--- src/hw/rtl/ptcl_pkg.sv ---
// ----------------------------------------------------------------------------
// ptcl_pkg
// Shared types and constants for the per-type request cooldown limiter:
// event mode codes, register indexes and stream field widths.
// ----------------------------------------------------------------------------
package ptcl_pkg;

    // event mode carried on the slave tuser
    typedef enum logic [2:0] {
        MODE_CHECK    = 3'd0,
        MODE_SENT     = 3'd1,
        MODE_BROWSE   = 3'd2,
        MODE_PACKET   = 3'd3,
        MODE_COMPLETE = 3'd4
    } t_mode;

    // configuration register indexes
    localparam int CFG_IDX_W = 1;
    typedef enum logic [CFG_IDX_W-1:0] {
        CFG_QUERY_COOLDOWN   = 1'b0,
        CFG_GET_ALL_COOLDOWN = 1'b1
    } t_cfg_idx;

    // field widths
    localparam int MODE_W   = 3;
    localparam int REQ_W    = 4;
    localparam int CNT_W    = 16;
    localparam int TIME_W   = 32;
    localparam int S_DATA_W = 56;  // 53 bits of fields, zero filled to bytes
    localparam int M_DATA_W = 8;   // 2 bits of fields, zero filled to a byte

    // slave tdata bit positions
    localparam int S_REQ_LSB  = 0;
    localparam int S_CNT_LSB  = S_REQ_LSB + REQ_W;
    localparam int S_FLAG_BIT = S_CNT_LSB + CNT_W;
    localparam int S_TIME_LSB = S_FLAG_BIT + 1;

endpackage

--- src/hw/rtl/per_type_request_cooldown_limiter_unit.sv ---
// ----------------------------------------------------------------------------
// per_type_request_cooldown_limiter_unit
// Per-type request cooldown limiter with outstanding reply tracking.
// ----------------------------------------------------------------------------
// Each transfer on the slave side names a request type, the current tick
// count and an event mode; the block answers with may_send and
// may_send_get_all, judged from the state before the event, then applies the
// event to the per-type pending count and activity stamp table. One item is
// taken every clock cycle when the master side keeps up; each result passes
// through the input register, then the result register, and the
// read-modify-write of the per-type table sits between the two registers.
// A stamp of zero reads as never active. Configuration writes are accepted in
// every cycle and should only be made while the block is idle.
module per_type_request_cooldown_limiter_unit #(
    parameter int NUM_TYPES = 8
) (
    input  logic                          i_clk,
    input  logic                          i_rst_n,
    // slave stream
    input  logic                          s_tvalid,
    output logic                          s_tready,
    // tdata from bit 0: req_type[3:0], reply_count[19:4], get_all_flag[20],
    // time_now[52:21], zero fill[55:53]
    input  logic [ptcl_pkg::S_DATA_W-1:0] s_tdata,
    // tuser: mode[2:0]
    input  logic [ptcl_pkg::MODE_W-1:0]   s_tuser,
    // master stream
    output logic                          m_tvalid,
    input  logic                          m_tready,
    // tdata from bit 0: may_send[0], may_send_get_all[1], zero fill[7:2]
    output logic [ptcl_pkg::M_DATA_W-1:0] m_tdata,
    // configuration write channel
    input  logic                          i_cfg_valid,
    output logic                          o_cfg_ready,
    input  logic [ptcl_pkg::CFG_IDX_W-1:0] i_cfg_index,
    input  logic [ptcl_pkg::TIME_W-1:0]   i_cfg_data
);
    import ptcl_pkg::*;

    localparam int TYPE_W = (NUM_TYPES > 1) ? $clog2(NUM_TYPES) : 1;
    localparam logic [REQ_W:0] NUM_TYPES_C = (REQ_W+1)'(NUM_TYPES);

    // configuration registers
    logic [TIME_W-1:0] r_query_cd;
    logic [TIME_W-1:0] r_get_all_cd;

    // input register
    logic              r_in_valid;
    t_mode             r_mode;
    logic [REQ_W-1:0]  r_req;
    logic [CNT_W-1:0]  r_cnt;
    logic              r_flag;
    logic [TIME_W-1:0] r_now;

    // per-type state table
    logic [CNT_W-1:0]  r_pend [NUM_TYPES];
    logic [TIME_W-1:0] r_last [NUM_TYPES];
    logic [TIME_W-1:0] r_ga_last;
    logic [CNT_W-1:0]  n_pend [NUM_TYPES];
    logic [TIME_W-1:0] n_last [NUM_TYPES];
    logic [TIME_W-1:0] n_ga_last;

    // result register
    logic r_out_valid;
    logic r_may;
    logic r_may_all;

    logic              w_advance;
    logic              w_fire;
    logic              w_type_ok;
    logic [TYPE_W-1:0] w_idx;
    logic [CNT_W-1:0]  w_pend;
    logic [TIME_W-1:0] w_last;
    logic [TIME_W-1:0] w_q_diff;
    logic [TIME_W-1:0] w_ga_diff;
    logic              w_q_cool;
    logic              w_ga_cool;
    logic              w_may;
    logic              w_may_all;

    // handshake: result register frees when empty or taken
    assign w_advance   = !r_out_valid || m_tready;
    assign w_fire      = r_in_valid && w_advance;
    assign s_tready    = !r_in_valid || w_advance;
    assign o_cfg_ready = 1'b1;
    assign m_tvalid    = r_out_valid;
    assign m_tdata     = {{(M_DATA_W-2){1'b0}}, r_may_all, r_may};

    // configuration writes
    always_ff @(posedge i_clk) begin
        if (!i_rst_n) begin
            r_query_cd   <= '0;
            r_get_all_cd <= '0;
        end else if (i_cfg_valid) begin
            case (t_cfg_idx'(i_cfg_index))
                CFG_QUERY_COOLDOWN:   r_query_cd   <= i_cfg_data;
                CFG_GET_ALL_COOLDOWN: r_get_all_cd <= i_cfg_data;
                default: ;
            endcase
        end
    end

    // input register
    always_ff @(posedge i_clk) begin
        if (!i_rst_n) begin
            r_in_valid <= 1'b0;
        end else if (s_tready) begin
            r_in_valid <= s_tvalid;
        end
    end

    always_ff @(posedge i_clk) begin
        if (s_tready && s_tvalid) begin
            r_mode <= t_mode'(s_tuser);
            r_req  <= s_tdata[S_REQ_LSB +: REQ_W];
            r_cnt  <= s_tdata[S_CNT_LSB +: CNT_W];
            r_flag <= s_tdata[S_FLAG_BIT];
            r_now  <= s_tdata[S_TIME_LSB +: TIME_W];
        end
    end

    // table read and cooldown tests
    assign w_type_ok = {1'b0, r_req} < NUM_TYPES_C;
    assign w_idx     = r_req[TYPE_W-1:0];
    assign w_pend    = r_pend[w_idx];
    assign w_last    = r_last[w_idx];
    assign w_q_diff  = r_now - w_last - r_query_cd;
    assign w_ga_diff = r_now - r_ga_last - r_get_all_cd;
    assign w_q_cool  = (w_last == '0) || !w_q_diff[TIME_W-1];
    assign w_ga_cool = (r_ga_last == '0) || !w_ga_diff[TIME_W-1];
    assign w_may     = w_type_ok && (w_pend == '0) && w_q_cool;
    assign w_may_all = w_may && w_ga_cool;

    // event update of the table
    always_comb begin
        n_pend    = r_pend;
        n_last    = r_last;
        n_ga_last = r_ga_last;
        if (w_fire) begin
            case (r_mode)
                MODE_SENT: begin
                    if (w_type_ok) begin
                        n_pend[w_idx] = (r_cnt == '0) ? CNT_W'(1) : r_cnt;
                        n_last[w_idx] = r_now;
                    end
                end
                MODE_BROWSE: begin
                    n_pend[0] = CNT_W'(1);
                    n_last[0] = r_now;
                    if (r_flag) begin
                        n_ga_last = r_now;
                    end
                end
                MODE_PACKET: begin
                    if (w_type_ok) begin
                        if (w_pend != '0) begin
                            n_pend[w_idx] = w_pend - CNT_W'(1);
                        end
                        n_last[w_idx] = r_now;
                    end
                end
                MODE_COMPLETE: begin
                    if (w_type_ok) begin
                        n_pend[w_idx] = '0;
                        n_last[w_idx] = r_now;
                    end
                end
                default: ;
            endcase
        end
    end

    // table registers, cleared at reset
    always_ff @(posedge i_clk) begin
        if (!i_rst_n) begin
            for (int i = 0; i < NUM_TYPES; i++) begin
                r_pend[i] <= '0;
                r_last[i] <= '0;
            end
            r_ga_last <= '0;
        end else begin
            r_pend    <= n_pend;
            r_last    <= n_last;
            r_ga_last <= n_ga_last;
        end
    end

    // result register
    always_ff @(posedge i_clk) begin
        if (!i_rst_n) begin
            r_out_valid <= 1'b0;
        end else if (w_advance) begin
            r_out_valid <= r_in_valid;
        end
    end

    always_ff @(posedge i_clk) begin
        if (w_fire) begin
            r_may     <= w_may;
            r_may_all <= w_may_all;
        end
    end

endmodule

--- config.mk ---
export PLATFORM = sky130hd
export DESIGN_NAME = per_type_request_cooldown_limiter_unit
export DESIGN_NICKNAME = d
export VERILOG_FILES = /design/src/hw/rtl/ptcl_pkg.sv /design/src/hw/rtl/per_type_request_cooldown_limiter_unit.sv
export SDC_FILE = /design/constraint.sdc
export NUM_CORES = 1
export LEC_CHECK = 0
export BUFFER_PORTS_ARGS = -buffer_cell sky130_fd_sc_hd__buf_4
export CAP_MARGIN = 20
export CORE_ASPECT_RATIO = 0.6
export CORE_MARGIN = 8
export CORE_UTILIZATION = 45
export DETAILED_ROUTE_END_ITERATION = 6
export HOLD_SLACK_MARGIN = 0.06
export SLEW_MARGIN = 5
export SYNTH_ARGS = -nofsm -noshare
export SYNTH_HDL_FRONTEND = slang
export SYNTH_SLANG_ARGS = --single-unit
export TNS_END_PERCENT = 50
--- constraint.sdc ---
create_clock -name i_clk -period 4.4 [get_ports i_clk]
set_clock_uncertainty 0.1 [all_clocks]
set_input_delay 0.22 -clock i_clk [delete_from_list [all_inputs] [get_ports i_clk]]
set_output_delay 0.22 -clock i_clk [all_outputs]
set_load 0.01 [all_outputs]
==> run summary <==
Outcome - finished clean
WP buf/inv - 5
DR vias/cell - 5.88
Routability cong. - 0.913
Max-slew headroom - 22.8%
Via Count - 23100
Die H - 202 um
Root buf cell - clkbuf_16
CTS tree - yes
Register area share after synthesis - 43.9%
Synth cell types - 94
Core area - 0.0573 sq mm
Crit-path max cell delay - 0.91 ns
Clk_lat worst skew - 0.62 ns
Fin area - 0.0305 sq mm
1st-iter DRT viols - 2869
Slew @ Worst Pin - 1.16 ns
CTS Buffer Depth - 3
Final #Nets - 3341
CTS sink count - 540
Most common cell after layout, fill and taps aside - nand2_1
RSZ-0062 raised after global routing - true
Synthesized area per cell - 8.74 sq um
P&R area growth vs syn - 17.7%
Clk slew on worst S/H paths - 0.07 ns
Yosys warns - 0
Post-route clock period utilization - 99.5%
Post-DRT Antenna Nets - 0
Leading register cell type out of synthesis - dfxtp_1
HP Class - primary input to flop
Crit-path max FO - 14
# rows - 68
Die area - 0.0658 sq mm
CTS Buf Count - 51
CP Launch Type - flop
Final WL - 89900 um
Layout Utilization - 53.3%
Finish-stage setup viols - 0
Router iterations before antenna repair - 6
All-Layer GR Usage - 25.8%
Critical path, cell by cell - buf_12 > buf_4 > nor2b_1 > buf_4 > buf_4 > a32oi_1 > o21a_1 > ha_1 > and2_1 > a22oi_2 > nor4_4 > and3_1 > buf_12 > a21oi_2 > nor2_1 > a211oi_1
First-pass GRT wire length - 134000 um
Io pins - 108
Vias in the first global route - 22300
Initial Util - 45.3%
Post-Synthesis Cell Area - 0.0259 sq mm
Initial antenna violation count - 0
Yosys reg bits - 540
Arr. time, crit path - 4.81 ns
Post-route DRC - 0
Final hold violations - 0
Hpwl dp - 58800 um
Most frequent cells in the layout - nand2_1, dfxtp_1, a21oi_1, buf_4, nor2_1
Inst Count DP - 3730
Layout cell share with drive strength beyond 1 - 14.0%
Largest net degree at the start of global routing - 134
Syn Inst Count - 2969
Die Wd - 326 um
Power Dens Cells - 357 mW/mm^2
Kind of critical path - flop to flop
Layout Cells excl Fill - 3932
Leakage - 10.8 nW
Power Total - 10.9 mW
I/O Buffers - 97
CP most frequent cell - buf_4
Fin. max-slew vios - 0
N_diodes - 0
VDD IR max - 291 uV
GRT overflow - 0
Asr flop ratio synth - 0%
CP Capture Type - flop
Max Cap Viol - 0
Worst Path Required - 4.83 ns
Htree depth - 2
Placed instance area - 0.0277 sq mm
Slowest CP cell - a21oi_2
Fmax - 228 MHz
Final min period - 4.38 ns
Routed len/inst - 22.9 um
Cell class contributing the biggest share of worst-path delay - compound AO/OA/AOI/OAI gates
Number of synthesized flops with an enable pin - 58
[synth_stat cells, types with 8 or more instances]
cell	n	area [sq um]
a221o_1	17	170
o22ai_1	12	75.1
o221ai_1	16	140
clkbuf_1	183	687
a21oi_1	408	2040
nor3_1	10	50.1
o21a_1	8	60.1
mux2_2	27	304
nand2b_1	10	62.6
ha_1	65	813
fa_1	58	1160
buf_6	12	135
dfxtp_1	482	9650
nor2_1	138	518
mux2i_1	76	761
a21o_1	15	113
a211oi_1	56	420
a32oi_1	12	105
buf_2	21	105
xnor2_1	12	105
o211ai_1	8	60.1
nand4_1	12	75.1
mux4_2	23	518
and2_1	10	62.6
nor2b_1	16	100
nand2_1	741	2780
a22oi_1	24	180
nand3_1	49	245
o21ai_0	58	290
a22o_1	9	78.8
buf_4	17	128
a221oi_1	23	201
edfxtp_1	58	1740
o2bb2ai_1	11	96.3
inv_1	127	477
o31ai_1	8	60.1
nor4_1	16	100
[registers in the layout (all words and copies together), names as in the netlist]
| name | cells |
|---|---|
| r_last | 256 |
| r_pend | 128 |
| r_ga_last | 32 |
| r_get_all_cd | 32 |
| r_now | 32 |
| r_query_cd | 32 |
| r_cnt | 16 |
| r_req | 4 |
| r_mode | 3 |
| m_tvalid | 1 |
| r_flag | 1 |
| r_in_valid | 1 |
| r_may | 1 |
| r_may_all | 1 |
[stage by stage]
| stage | hold slack [ns] | TNS [ns] | worst slack (ns) |
|---|---|---|---|
| global placement | 0.298 | 0 | 0.0316 |
| finish | 0.111 | 0 | 0.0215 |
| floorplan | 0.219 | 0 | 0.0255 |
| CTS | 0.0873 | 0 | 0.0304 |
| detailed placement | 0.299 | 0 | 0.0678 |
| global route | 0.135 | -0.610 | -0.0934 |
[power by group]
group	total, mW	internal (mW)	switching, mW
logic	1.23	0.496	0.736
clock network	4.51	2.49	2.02
registers	5.17	5.06	0.115
[timing repair]
action	4_1_cts	5_1_grt
buffers inserted	0	8
endpoints found under the setup margin	0	92
resized for setup	0	21
hold buffers	94	0
hold endpoints to repair	160	0
[final timing paths]
check | startpoint | cells after the start | to | slack [ns]
max reg2reg | r_req[1] | 16 | r_pend[13] | 0.02
min reg2reg | r_last[24] | 2 | r_last[24] | 0.35
min | i_cfg_valid | 5 | r_query_cd[12] | 0.11
max | r_req[1] | 16 | r_pend[13] | 0.02
[worst min-delay path, stage by stage]
cell      delay (ns)
buf_4           0.09
nand2b_1        0.05
buf_4           0.24
nand2_1         0.11
a21oi_1         0.05
[kinds of logic (layout without fill, tap and decap cells)]
family          after synthesis  count (layout)  share of synthesized area (%)
buf+inv                     375             558                           6.38
other cells                   2               7                         0.0290
xor+xnor                     17              17                          0.574
flops                       540             540                           43.9
fa+ha+maj                   123             123                           7.61
mux                         135             135                           6.84
compound gates              730             735                           17.7
simple gates               1047            1047                           17.0
[per-layer routing]
layer  track usage, %  wire (um)
met1             38.1      40200
met2             36.9      37100
met3             6.83      10600
met4             6.40       1980
met5                0          0
[layout make-up]
class,instances,area [sq um]
fillers,5139,26700
clock buffers,71,1450
flip-flops and latches,540,11400
inverters,130,503
well taps,770,963
clock inverters,23,214
repair buffers,334,2920
multi-input cells,2064,13100
No activity file was read; power rests on OpenSTA's default activity.
